==> src/hdl/mhlt_pkg.sv <==
package mhlt_pkg;

  localparam int CHANNEL_COUNT_DEF = 4;
  localparam int LEVEL_BITS_DEF    = 16;

  // Item kinds.
  localparam logic [1:0] ITEM_TICK      = 2'd0;
  localparam logic [1:0] ITEM_SAMPLE    = 2'd1;
  localparam logic [1:0] ITEM_CONSENSUS = 2'd2;
  localparam logic [1:0] ITEM_EVENT     = 2'd3;

  // Event codes.
  localparam logic [2:0] EV_HIT    = 3'd0;
  localparam logic [2:0] EV_MISS   = 3'd1;
  localparam logic [2:0] EV_ALIVE  = 3'd2;
  localparam logic [2:0] EV_FAILED = 3'd3;

  // Channel kinds.
  localparam logic [2:0] KIND_ENERGY    = 3'd0;
  localparam logic [2:0] KIND_INTEGRITY = 3'd1;
  localparam logic [2:0] KIND_NOVELTY   = 3'd2;
  localparam logic [2:0] KIND_PASSIVE   = 3'd3;
  localparam logic [2:0] KIND_ALIVE     = 3'd4;

  // Register indexes.
  localparam logic [2:0] CFG_KIND     = 3'd0;
  localparam logic [2:0] CFG_SETPOINT = 3'd1;
  localparam logic [2:0] CFG_INV_NORM = 3'd2;
  localparam logic [2:0] CFG_ENERGY   = 3'd3;
  localparam logic [2:0] CFG_INTEG    = 3'd4;
  localparam logic [2:0] CFG_ALIVE    = 3'd5;
  localparam logic [2:0] CFG_SMOOTH   = 3'd6;
  localparam logic [2:0] CFG_CLAMP    = 3'd7;

  localparam logic [63:0] SETPOINT_RST = 64'h4000_4000_4000_4000;
  localparam logic [63:0] INV_NORM_RST = 64'h0100_0100_0100_0100;
  localparam logic [31:0] ENERGY_RST   = 32'h6666_0021;
  localparam logic [15:0] INTEG_RST    = 16'd3277;
  localparam logic [31:0] ALIVE_RST    = 32'h8000_0148;
  localparam logic [15:0] SMOOTH_RST   = 16'd66;
  localparam logic [31:0] CLAMP_RST    = 32'h8000_0000;

  localparam int MUL_A_W = 24;
  localparam int MUL_B_W = 17;
  localparam int MUL_P_W = MUL_A_W + MUL_B_W;

  typedef struct packed {
    logic               en;
    logic [MUL_A_W-1:0] a;
    logic [MUL_B_W-1:0] b;
  } mul_req_t;

  typedef struct packed {
    logic [11:0] kind_tbl;
    logic [63:0] setpoint;
    logic [63:0] inv_norm;
    logic [31:0] energy;
    logic [15:0] integ;
    logic [31:0] alive;
    logic [15:0] smooth;
    logic [31:0] clamp;
  } cfg_t;

endpackage

==> src/hdl/mhlt_cfg.sv <==
module mhlt_cfg (
  input  logic               clk_i,
  input  logic               rst_ni,
  input  logic               cfg_we_i,
  input  logic [2:0]         cfg_index_i,
  input  logic [63:0]        cfg_data_i,
  output mhlt_pkg::cfg_t     cfg_o
);
  import mhlt_pkg::*;

  cfg_t cfg_q;

  always_ff @(posedge clk_i or negedge rst_ni) begin
    if (!rst_ni) begin
      cfg_q.kind_tbl <= '0;
      cfg_q.setpoint <= SETPOINT_RST;
      cfg_q.inv_norm <= INV_NORM_RST;
      cfg_q.energy   <= ENERGY_RST;
      cfg_q.integ    <= INTEG_RST;
      cfg_q.alive    <= ALIVE_RST;
      cfg_q.smooth   <= SMOOTH_RST;
      cfg_q.clamp    <= CLAMP_RST;
    end else if (cfg_we_i) begin
      case (cfg_index_i)
        CFG_KIND:     cfg_q.kind_tbl <= cfg_data_i[11:0];
        CFG_SETPOINT: cfg_q.setpoint <= cfg_data_i;
        CFG_INV_NORM: cfg_q.inv_norm <= cfg_data_i;
        CFG_ENERGY:   cfg_q.energy   <= cfg_data_i[31:0];
        CFG_INTEG:    cfg_q.integ    <= cfg_data_i[15:0];
        CFG_ALIVE:    cfg_q.alive    <= cfg_data_i[31:0];
        CFG_SMOOTH:   cfg_q.smooth   <= cfg_data_i[15:0];
        CFG_CLAMP:    cfg_q.clamp    <= cfg_data_i[31:0];
        default: ;
      endcase
    end
  end

  assign cfg_o = cfg_q;

endmodule

==> src/hdl/mhlt_mul.sv <==
module mhlt_mul (
  input  logic                          clk_i,
  input  mhlt_pkg::mul_req_t            req_i,
  output logic [mhlt_pkg::MUL_P_W-1:0]  prod_o
);
  import mhlt_pkg::*;

  logic [MUL_P_W-1:0] prod_q;

  // Registered product; it holds until the next request.
  always_ff @(posedge clk_i) begin
    if (req_i.en) begin
      prod_q <= {{MUL_B_W{1'b0}}, req_i.a} * {{MUL_A_W{1'b0}}, req_i.b};
    end
  end

  assign prod_o = prod_q;

endmodule

==> src/hdl/multichannel_homeostatic_level_tracker.sv <==
// Multichannel level tracker. Channel samples, the consensus sample and events
// are each only latched when taken while idle; event counters stop at 255. A
// tick walks the channels in order, and each channel passes through a small
// sequencer that drives one shared 24 x 17 bit multiplier: prepare the level,
// two multiply steps for the kind-specific update, apply, one multiply for
// the urgency, then hand the result to the output register. A tick therefore
// holds the input until every channel is through, including any wait of the
// output register for a consumer. One result per channel
// carries the signed level error against the setpoint; the last result of a
// tick also carries the clamped maximum urgency, zero on the others. After a
// tick all sample valid flags and event counters are cleared. Configuration
// is written through a plain write port and should only change while idle.
module multichannel_homeostatic_level_tracker #(
  parameter int CHANNEL_COUNT = mhlt_pkg::CHANNEL_COUNT_DEF,
  parameter int LEVEL_BITS    = mhlt_pkg::LEVEL_BITS_DEF
) (
  input  logic               clk_i,
  input  logic               rst_ni,
  input  logic               cfg_we_i,
  input  logic [2:0]         cfg_index_i,
  input  logic [63:0]        cfg_data_i,
  input  logic               in_valid_i,
  output logic               in_ready_o,
  input  logic [1:0]         kind_i,
  input  logic [1:0]         channel_index_i,
  input  logic [15:0]        sample_level_i,
  input  logic [2:0]         event_code_i,
  input  logic [31:0]        tick_number_i,
  output logic               out_valid_o,
  input  logic               out_ready_i,
  output logic [1:0]         result_channel_o,
  output logic signed [16:0] level_error_o,
  output logic [15:0]        urgency_level_o,
  output logic [31:0]        result_tick_o,
  output logic               last_of_tick_o
);
  import mhlt_pkg::*;

  localparam logic [15:0] LevelMask = 16'((32'd1 << LEVEL_BITS) - 32'd1);
  localparam logic [1:0]  LastChan  = 2'(CHANNEL_COUNT - 1);

  localparam logic [2:0] PH_IDLE  = 3'd0;
  localparam logic [2:0] PH_PREP  = 3'd1;
  localparam logic [2:0] PH_M1    = 3'd2;
  localparam logic [2:0] PH_M2    = 3'd3;
  localparam logic [2:0] PH_APPLY = 3'd4;
  localparam logic [2:0] PH_URG   = 3'd5;
  localparam logic [2:0] PH_OUT   = 3'd6;

  cfg_t               cfg;
  mul_req_t           mreq;
  logic [MUL_P_W-1:0] prod;

  mhlt_cfg u_cfg (
    .clk_i       (clk_i),
    .rst_ni      (rst_ni),
    .cfg_we_i    (cfg_we_i),
    .cfg_index_i (cfg_index_i),
    .cfg_data_i  (cfg_data_i),
    .cfg_o       (cfg)
  );

  mhlt_mul u_mul (
    .clk_i  (clk_i),
    .req_i  (mreq),
    .prod_o (prod)
  );

  logic [2:0]  state_q;
  logic [1:0]  ch_q;
  logic [15:0] level_q [4];
  logic [15:0] samp_q  [4];
  logic [3:0]  sv_q;
  logic [15:0] cons_q;
  logic        cv_q;
  logic [7:0]  cnt_q   [4];
  logic [31:0] tick_q;
  logic [15:0] work_q;
  logic [33:0] acc_q;
  logic signed [16:0] err_q;
  logic [15:0] umax_q;

  logic        ov_q;
  logic [1:0]  oc_q;
  logic signed [16:0] oe_q;
  logic [15:0] ou_q;
  logic [31:0] ot_q;
  logic        ol_q;

  // Per-channel view of the configuration.
  logic [2:0]  ck;
  logic [15:0] sp, inv;
  logic        is_en, is_int, is_nov, is_alv, failed;
  logic [15:0] drain_e, drain_a, lvl_sel, prep_lvl, diff, new_lvl, mag, umax_new, clamped;
  logic [25:0] refill_sum;
  logic [24:0] drop;
  logic [33:0] nov_sum, u_wide;
  logic        out_free, accept;

  assign ck     = cfg.kind_tbl[ch_q*3 +: 3];
  assign sp     = cfg.setpoint[ch_q*16 +: 16] & LevelMask;
  assign inv    = cfg.inv_norm[ch_q*16 +: 16];
  assign is_en  = (ck == KIND_ENERGY);
  assign is_int = (ck == KIND_INTEGRITY);
  assign is_nov = (ck == KIND_NOVELTY);
  assign is_alv = (ck == KIND_ALIVE);
  assign failed = (cnt_q[EV_FAILED[1:0]] != 8'd0);

  assign drain_e = 16'(({2'b00, cfg.energy[15:0]} + 18'd2) >> 2);
  assign drain_a = 16'(({2'b00, cfg.alive[15:0]} + 18'd2) >> 2);

  assign out_free = !ov_q || out_ready_i;
  assign accept   = in_valid_i && in_ready_o;

  always_comb begin
    // All but novelty and alive channels take a fresh sample first.
    lvl_sel = (sv_q[ch_q] && !is_nov && !is_alv) ? samp_q[ch_q] : level_q[ch_q];
    if (is_en) begin
      prep_lvl = (lvl_sel > drain_e) ? lvl_sel - drain_e : 16'd0;
    end else if (is_alv) begin
      prep_lvl = (failed || lvl_sel <= drain_a) ? 16'd0 : lvl_sel - drain_a;
    end else begin
      prep_lvl = lvl_sel;
    end

    diff = (sp > work_q) ? sp - work_q : 16'd0;

    // Error magnitude, fed to the multiplier in the urgency step.
    mag = err_q[16] ? 16'(-err_q) : err_q[15:0];

    mreq = '0;
    case (state_q)
      PH_M1: begin
        mreq.en = 1'b1;
        if (is_en) begin
          mreq.a = MUL_A_W'(cnt_q[EV_HIT[1:0]]);
          mreq.b = MUL_B_W'(cfg.energy[31:16]);
        end else if (is_alv) begin
          mreq.a = MUL_A_W'(cnt_q[EV_ALIVE[1:0]]);
          mreq.b = MUL_B_W'(cfg.alive[31:16]);
        end else if (is_int) begin
          mreq.a = MUL_A_W'(cnt_q[EV_MISS[1:0]]);
          mreq.b = MUL_B_W'(cfg.integ);
        end else begin
          mreq.a = MUL_A_W'(work_q);
          mreq.b = 17'h10000 - {1'b0, cfg.smooth};
        end
      end
      PH_M2: begin
        mreq.en = 1'b1;
        if (is_nov) begin
          mreq.a = MUL_A_W'(cons_q);
          mreq.b = MUL_B_W'(cfg.smooth);
        end else begin
          mreq.a = prod[MUL_A_W-1:0];
          mreq.b = MUL_B_W'(diff);
        end
      end
      PH_URG: begin
        mreq.en = 1'b1;
        mreq.a  = MUL_A_W'(mag);
        mreq.b  = MUL_B_W'(inv);
      end
      default: ;
    endcase

    // Apply step.
    refill_sum = 26'(work_q) + 26'((prod[39:0] + 40'h8000) >> 16);
    drop       = 25'(({1'b0, acc_q[23:0]} + 25'd2) >> 2);
    nov_sum    = acc_q + prod[33:0] + 34'h8000;
    new_lvl    = work_q;
    if ((is_en || (is_alv && !failed)) && sp > work_q) begin
      new_lvl = (refill_sum > 26'(sp)) ? sp : refill_sum[15:0];
    end else if (is_int) begin
      new_lvl = (25'(work_q) > drop) ? work_q - drop[15:0] : 16'd0;
    end else if (is_nov && cv_q) begin
      new_lvl = nov_sum[31:16];
    end
    new_lvl = new_lvl & LevelMask;

    u_wide   = (prod[33:0] + 34'd64) >> 7;
    umax_new = umax_q;
    if (u_wide > 34'hFFFF) begin
      umax_new = 16'hFFFF;
    end else if (u_wide[15:0] > umax_q) begin
      umax_new = u_wide[15:0];
    end
    // Lower clamp first; the upper clamp wins when the two cross.
    clamped = (umax_new < cfg.clamp[15:0]) ? cfg.clamp[15:0] : umax_new;
    clamped = (clamped > cfg.clamp[31:16]) ? cfg.clamp[31:16] : clamped;
  end

  always_ff @(posedge clk_i or negedge rst_ni) begin
    if (!rst_ni) begin
      state_q <= PH_IDLE;
      ch_q    <= '0;
      sv_q    <= '0;
      cv_q    <= 1'b0;
      cons_q  <= '0;
      ov_q    <= 1'b0;
      for (int i = 0; i < 4; i++) begin
        level_q[i] <= SETPOINT_RST[i*16 +: 16] & LevelMask;
        samp_q[i]  <= '0;
        cnt_q[i]   <= '0;
      end
    end else begin
      // The output step reloads the register itself when it hands over a result.
      if (ov_q && out_ready_i && state_q != PH_OUT) begin
        ov_q <= 1'b0;
      end
      case (state_q)
        PH_IDLE: begin
          if (accept) begin
            case (kind_i)
              ITEM_TICK: begin
                tick_q  <= tick_number_i;
                ch_q    <= '0;
                umax_q  <= '0;
                state_q <= PH_PREP;
              end
              ITEM_SAMPLE: begin
                if (32'(channel_index_i) < CHANNEL_COUNT) begin
                  samp_q[channel_index_i] <= sample_level_i & LevelMask;
                  sv_q[channel_index_i]   <= 1'b1;
                end
              end
              ITEM_CONSENSUS: begin
                cons_q <= sample_level_i & LevelMask;
                cv_q   <= 1'b1;
              end
              ITEM_EVENT: begin
                if (event_code_i <= EV_FAILED && cnt_q[event_code_i[1:0]] != 8'hFF) begin
                  cnt_q[event_code_i[1:0]] <= cnt_q[event_code_i[1:0]] + 8'd1;
                end
              end
              default: ;
            endcase
          end
        end
        PH_PREP: begin
          work_q  <= prep_lvl;
          state_q <= PH_M1;
        end
        PH_M1: state_q <= PH_M2;
        PH_M2: begin
          acc_q   <= prod[33:0];
          state_q <= PH_APPLY;
        end
        PH_APPLY: begin
          level_q[ch_q] <= new_lvl;
          err_q         <= $signed({1'b0, new_lvl}) - $signed({1'b0, sp});
          state_q       <= PH_URG;
        end
        PH_URG: state_q <= PH_OUT;
        PH_OUT: begin
          if (out_free) begin
            umax_q <= umax_new;
            ov_q   <= 1'b1;
            oc_q   <= ch_q;
            oe_q   <= err_q;
            ot_q   <= tick_q;
            ol_q   <= (ch_q == LastChan);
            ou_q   <= (ch_q == LastChan) ? clamped : 16'd0;
            if (ch_q == LastChan) begin
              sv_q    <= '0;
              cv_q    <= 1'b0;
              for (int i = 0; i < 4; i++) begin
                cnt_q[i] <= '0;
              end
              state_q <= PH_IDLE;
            end else begin
              ch_q    <= ch_q + 2'd1;
              state_q <= PH_PREP;
            end
          end
        end
        default: state_q <= PH_IDLE;
      endcase
    end
  end

  assign in_ready_o       = (state_q == PH_IDLE);
  assign out_valid_o      = ov_q;
  assign result_channel_o = oc_q;
  assign level_error_o    = oe_q;
  assign urgency_level_o  = ou_q;
  assign result_tick_o    = ot_q;
  assign last_of_tick_o   = ol_q;

endmodule

==> config.mk <==
export PLATFORM = sky130hd
export DESIGN_NAME = multichannel_homeostatic_level_tracker
export DESIGN_NICKNAME = d
export VERILOG_FILES = /design/src/hdl/mhlt_pkg.sv /design/src/hdl/mhlt_cfg.sv /design/src/hdl/mhlt_mul.sv /design/src/hdl/multichannel_homeostatic_level_tracker.sv
export SDC_FILE = /design/constraint.sdc
export NUM_CORES = 2
export LEC_CHECK = 0
export BUFFER_PORTS_ARGS = -buffer_cell sky130_fd_sc_hd__buf_2
export CORE_UTILIZATION = 40
export CTS_CLUSTER_SIZE = 14
export DETAILED_ROUTE_END_ITERATION = 7
export PLACE_DENSITY = 0.56
export REMOVE_ABC_BUFFERS = 1
export SLEW_MARGIN = 30
export SYNTH_ARGS = -nofsm -noshare
export SYNTH_HDL_FRONTEND = slang
export SYNTH_SLANG_ARGS = --single-unit
==> constraint.sdc <==
create_clock -name clk_i -period 12.4 [get_ports clk_i]
set_clock_uncertainty 0.1 [all_clocks]
set_input_delay 1.24 -clock clk_i [delete_from_list [all_inputs] [get_ports clk_i]]
set_output_delay 1.24 -clock clk_i [all_outputs]
set_load 0.01 [all_outputs]
==> flow_metrics.tcl <==
set metrics [dict create \
    ys.flop_type "dfrtp_1" \
    finalWirelength_um 172000 \
    synthDominantCellAreaShare_pct 19.9 \
    antenna_left 0 \
    portBuffers 196 \
    syn_area_per_cell_um2 10.3 \
    viasPerCell 5.69 \
    path_clk_slew_ns 0.06 \
    drc 0 \
    cts_resized 0 \
    switching_share_pct 49.7 \
    finalWeightedCongestion 0.963 \
    synth-seq-cells 674 \
    p_int_mw 8.50 \
    cts_made_buffers 79 \
    fin_nets 6040 \
    finalCritPeriodShare_pct 94.6 \
    critPathKind "reg -> reg" \
    overflow 0 \
    area_growth_pct 11.3 \
    power.density_nw_per_um2 288 \
    post-route-util_pct 45.0 \
    reg2reg_to "u_mul.prod_o[39]$_DFFE_PN_" \
    rsz0062_at_grt "false" \
    grt_start_max_net_pins 107 \
    synth.area.top_cells "dfrtp_1 (20%), fa_1 (13%), edfxtp_1 (13%)" \
    yosys.cell_count.top_type "nand2_1" \
    setup_violations 0 \
    r2r_cells 34 \
    required_ns 12.72 \
    die_x_um 365 \
    stdcell_count 7051 \
    max_cap_viol_count 0 \
    cts_tree "built" \
    ys.warnings.count 0 \
    die_h_um 365 \
    critical_path.slowest_cell "a311oi_1" \
    cp_max_fo 28 \
    crit_arrival_ns 12.05 \
    drtIter0Drc 3620 \
    end_kind "flip-flop" \
    die-area_um2 133000 \
    synth_edf_count 221 \
    startpoint "ch_q[1]$_DFFE_PN0P_" \
    initial_core_util_pct 40.5 \
    grt_pass1_wl_um 259000 \
    setup_tns_ns 0 \
    synth_cell_type_count 96 \
    relSlewSlack_pct 30.0 \
    fillers 12500 \
    insertion_delay_ns 0.68 \
    syn_inst 5087 \
    r2r-start "ch_q[1]$_DFFE_PN0P_" \
    clock-sinks 674 \
    core_um2 130000 \
    place_hpwl_um 132000 \
    vias 40100 \
    fmax_ghz 0.0852 \
    wl_per_cell_um 24.4 \
    setup_slack_ns 0.668 \
    power_switching_mw 8.38 \
    dp.cells 6901 \
    status "completed" \
    finalCriticalPeriod_ns 11.73 \
    ys_top_cells_by_count "nand2_1 (579), inv_1 (539), dfrtp_1 (418)" \
    place_area_um2 55900 \
    max_stage_delay_ns 0.91 \
    p_leak_nw 25.7 \
    ys_seq_area_share_pct 34.2 \
    layout-drive-gt1-share_pct 18.5 \
    antenna_found_initial 14 \
    yosys.area.top_type "dfrtp_1" \
    holdBufCountCts 0 \
    cts_buffer_depth 3 \
    cts_root_buf "clkbuf_16" \
    hold_viol 0 \
    firstDrtPassIters 8 \
    crit_path_frequent_cell "fa_1" \
    tightest_slew_ns 1.04 \
    clkPwrFrac_pct 14.2 \
    grt_pass1_vias 40000 \
    row_count 132 \
    syn-cell-area_um2 52600 \
    synth-async-reset-ratio_pct 67.2 \
    cts_setup_buffers 0 \
    p_comb_share_pct 63.3 \
    cts_max_level 3 \
    grt_usage_pct 26.0 \
    dp_slack_ns 0.752 \
    seqPwrFrac_pct 22.5 \
    pin_count 197 \
    slew_violations 0 \
    endpoint "u_mul.prod_o[39]$_DFFE_PN_" \
    worstSetupStartpointType "flip-flop" \
    r2r_slack_ns 0.67 \
    ir_worst_vdd_mv 0.176 \
    stdcell_area_um2 58600 \
    hold_path.class "reg -> reg" \
]
power groups by stage:
stage / registers [mW] / clock network, mW / logic [mW]
floorplan: 3.54 / 0 / 7.16
global placement: 3.80 / 0 / 10.4
detailed placement: 3.81 / 0 / 10.5
CTS: 3.78 / 2.44 / 10.6
global route: 3.85 / 2.53 / 11.7
finish: 3.80 / 2.39 / 10.7
metrics by stage:
stage | total power [mW] | hold WS, ns
after CTS | 16.8 | 0.315
after floorplan | 10.7 | 0.300
after detailed placement | 14.3 | 0.305
after global routing | 18.1 | 0.320
final | 16.9 | 0.311
after global placement | 14.2 | 0.300
kinds of logic (layout without fill, tap and decap cells):
| kind of cell | Yosys count | count (layout) | share of synthesized area [%] |
|---|---|---|---|
| and+or+nand+nor | 1422 | 1422 | 13.2 |
| AOI/OAI and AO/OA | 847 | 847 | 11.0 |
| buffers and inverters | 773 | 988 | 5.70 |
| DFF | 674 | 674 | 34.2 |
| adders and majority gates | 673 | 673 | 20.8 |
| muxes | 477 | 477 | 11.4 |
| xor gates and xnor gates | 219 | 219 | 3.70 |
| other | 2 | 9 | 0.0143 |
worst min path at each step:
stage | from | endpoint | cells past startpoint
2_1_floorplan | tick_q[0]$_DFFE_PP_ | result_tick_o[0]$_DFFE_PP_ | 0
3_3_place_gp | tick_q[31]$_DFFE_PP_ | result_tick_o[31]$_DFFE_PP_ | 0
3_5_place_dp | tick_q[30]$_DFFE_PP_ | result_tick_o[30]$_DFFE_PP_ | 0
4_1_cts | tick_q[4]$_DFFE_PP_ | result_tick_o[4]$_DFFE_PP_ | 0
5_1_grt | tick_q[28]$_DFFE_PP_ | result_tick_o[28]$_DFFE_PP_ | 0
6_report | tick_q[4]$_DFFE_PP_ | result_tick_o[4]$_DFFE_PP_ | 0
routing by layer:
metal  track usage, %  routed length [um]
met1             36.5               76500
met2             41.5               79000
met3             3.34               10400
met4             8.48                5910
met5                0                  36
cells in the final DEF (no fill, tap or decap), drive strengths merged, types with 13 or more instances in the layout:
cell type / n
nand2b: 63
o221ai: 29
o31ai: 39
and3: 33
xor2: 90
buf: 299
nand4: 70
a21o: 63
or2: 18
a22oi: 21
mux2i: 50
a21oi: 158
nor4: 23
o211ai: 41
o21ai: 203
clkbuf: 110
clkinv: 26
nand2: 579
nor2: 193
a211oi: 34
xnor2: 129
a22o: 27
nor3: 70
inv: 545
and2: 93
mux2: 366
ha: 339
fa: 334
o21a: 28
edfxtp: 221
dfstp: 35
mux4: 61
and4: 13
dfrtp: 418
or3: 16
nand3: 156
a31oi: 53
nor2b: 58
flip-flops by register name, summed over array words and instances, names as in the netlist, 17 cells and up:
register	count
acc_q	32
cnt_q	32
err_q	17
level_error_o	17
level_q	64
result_tick_o	32
samp_q	64
tick_q	32
u_cfg.cfg_o	266
u_mul.prod_o	40
layout make-up:
type | instances | area (um2) | share of cell area, %
Multi-Input combinational cell | 3645 | 31800 | 54.3
Sequential cell | 674 | 18000 | 30.8
Clock buffer | 110 | 2240 | 3.82
Tap cell | 1742 | 2180 | 3.72
Inverter | 541 | 2030 | 3.47
Timing Repair Buffer | 299 | 1850 | 3.15
Clock inverter | 38 | 430 | 0.735
Antenna cell | 2 | 5.00 | 0.00855
worst max-delay path: cells and delay by family, from the launching register on:
| family | cells | cell delay (ns) |
|---|---|---|
| DFF | 1 | 0.66 |
| adders and majority gates | 8 | 3.58 |
| AOI/OAI and AO/OA | 9 | 3.25 |
| buffers and inverters | 6 | 1.26 |
| muxes | 1 | 0.39 |
| xor gates and xnor gates | 1 | 0.07 |
| and+or+nand+nor | 9 | 2.10 |
Note: power is estimated with default switching activity, not from simulation.
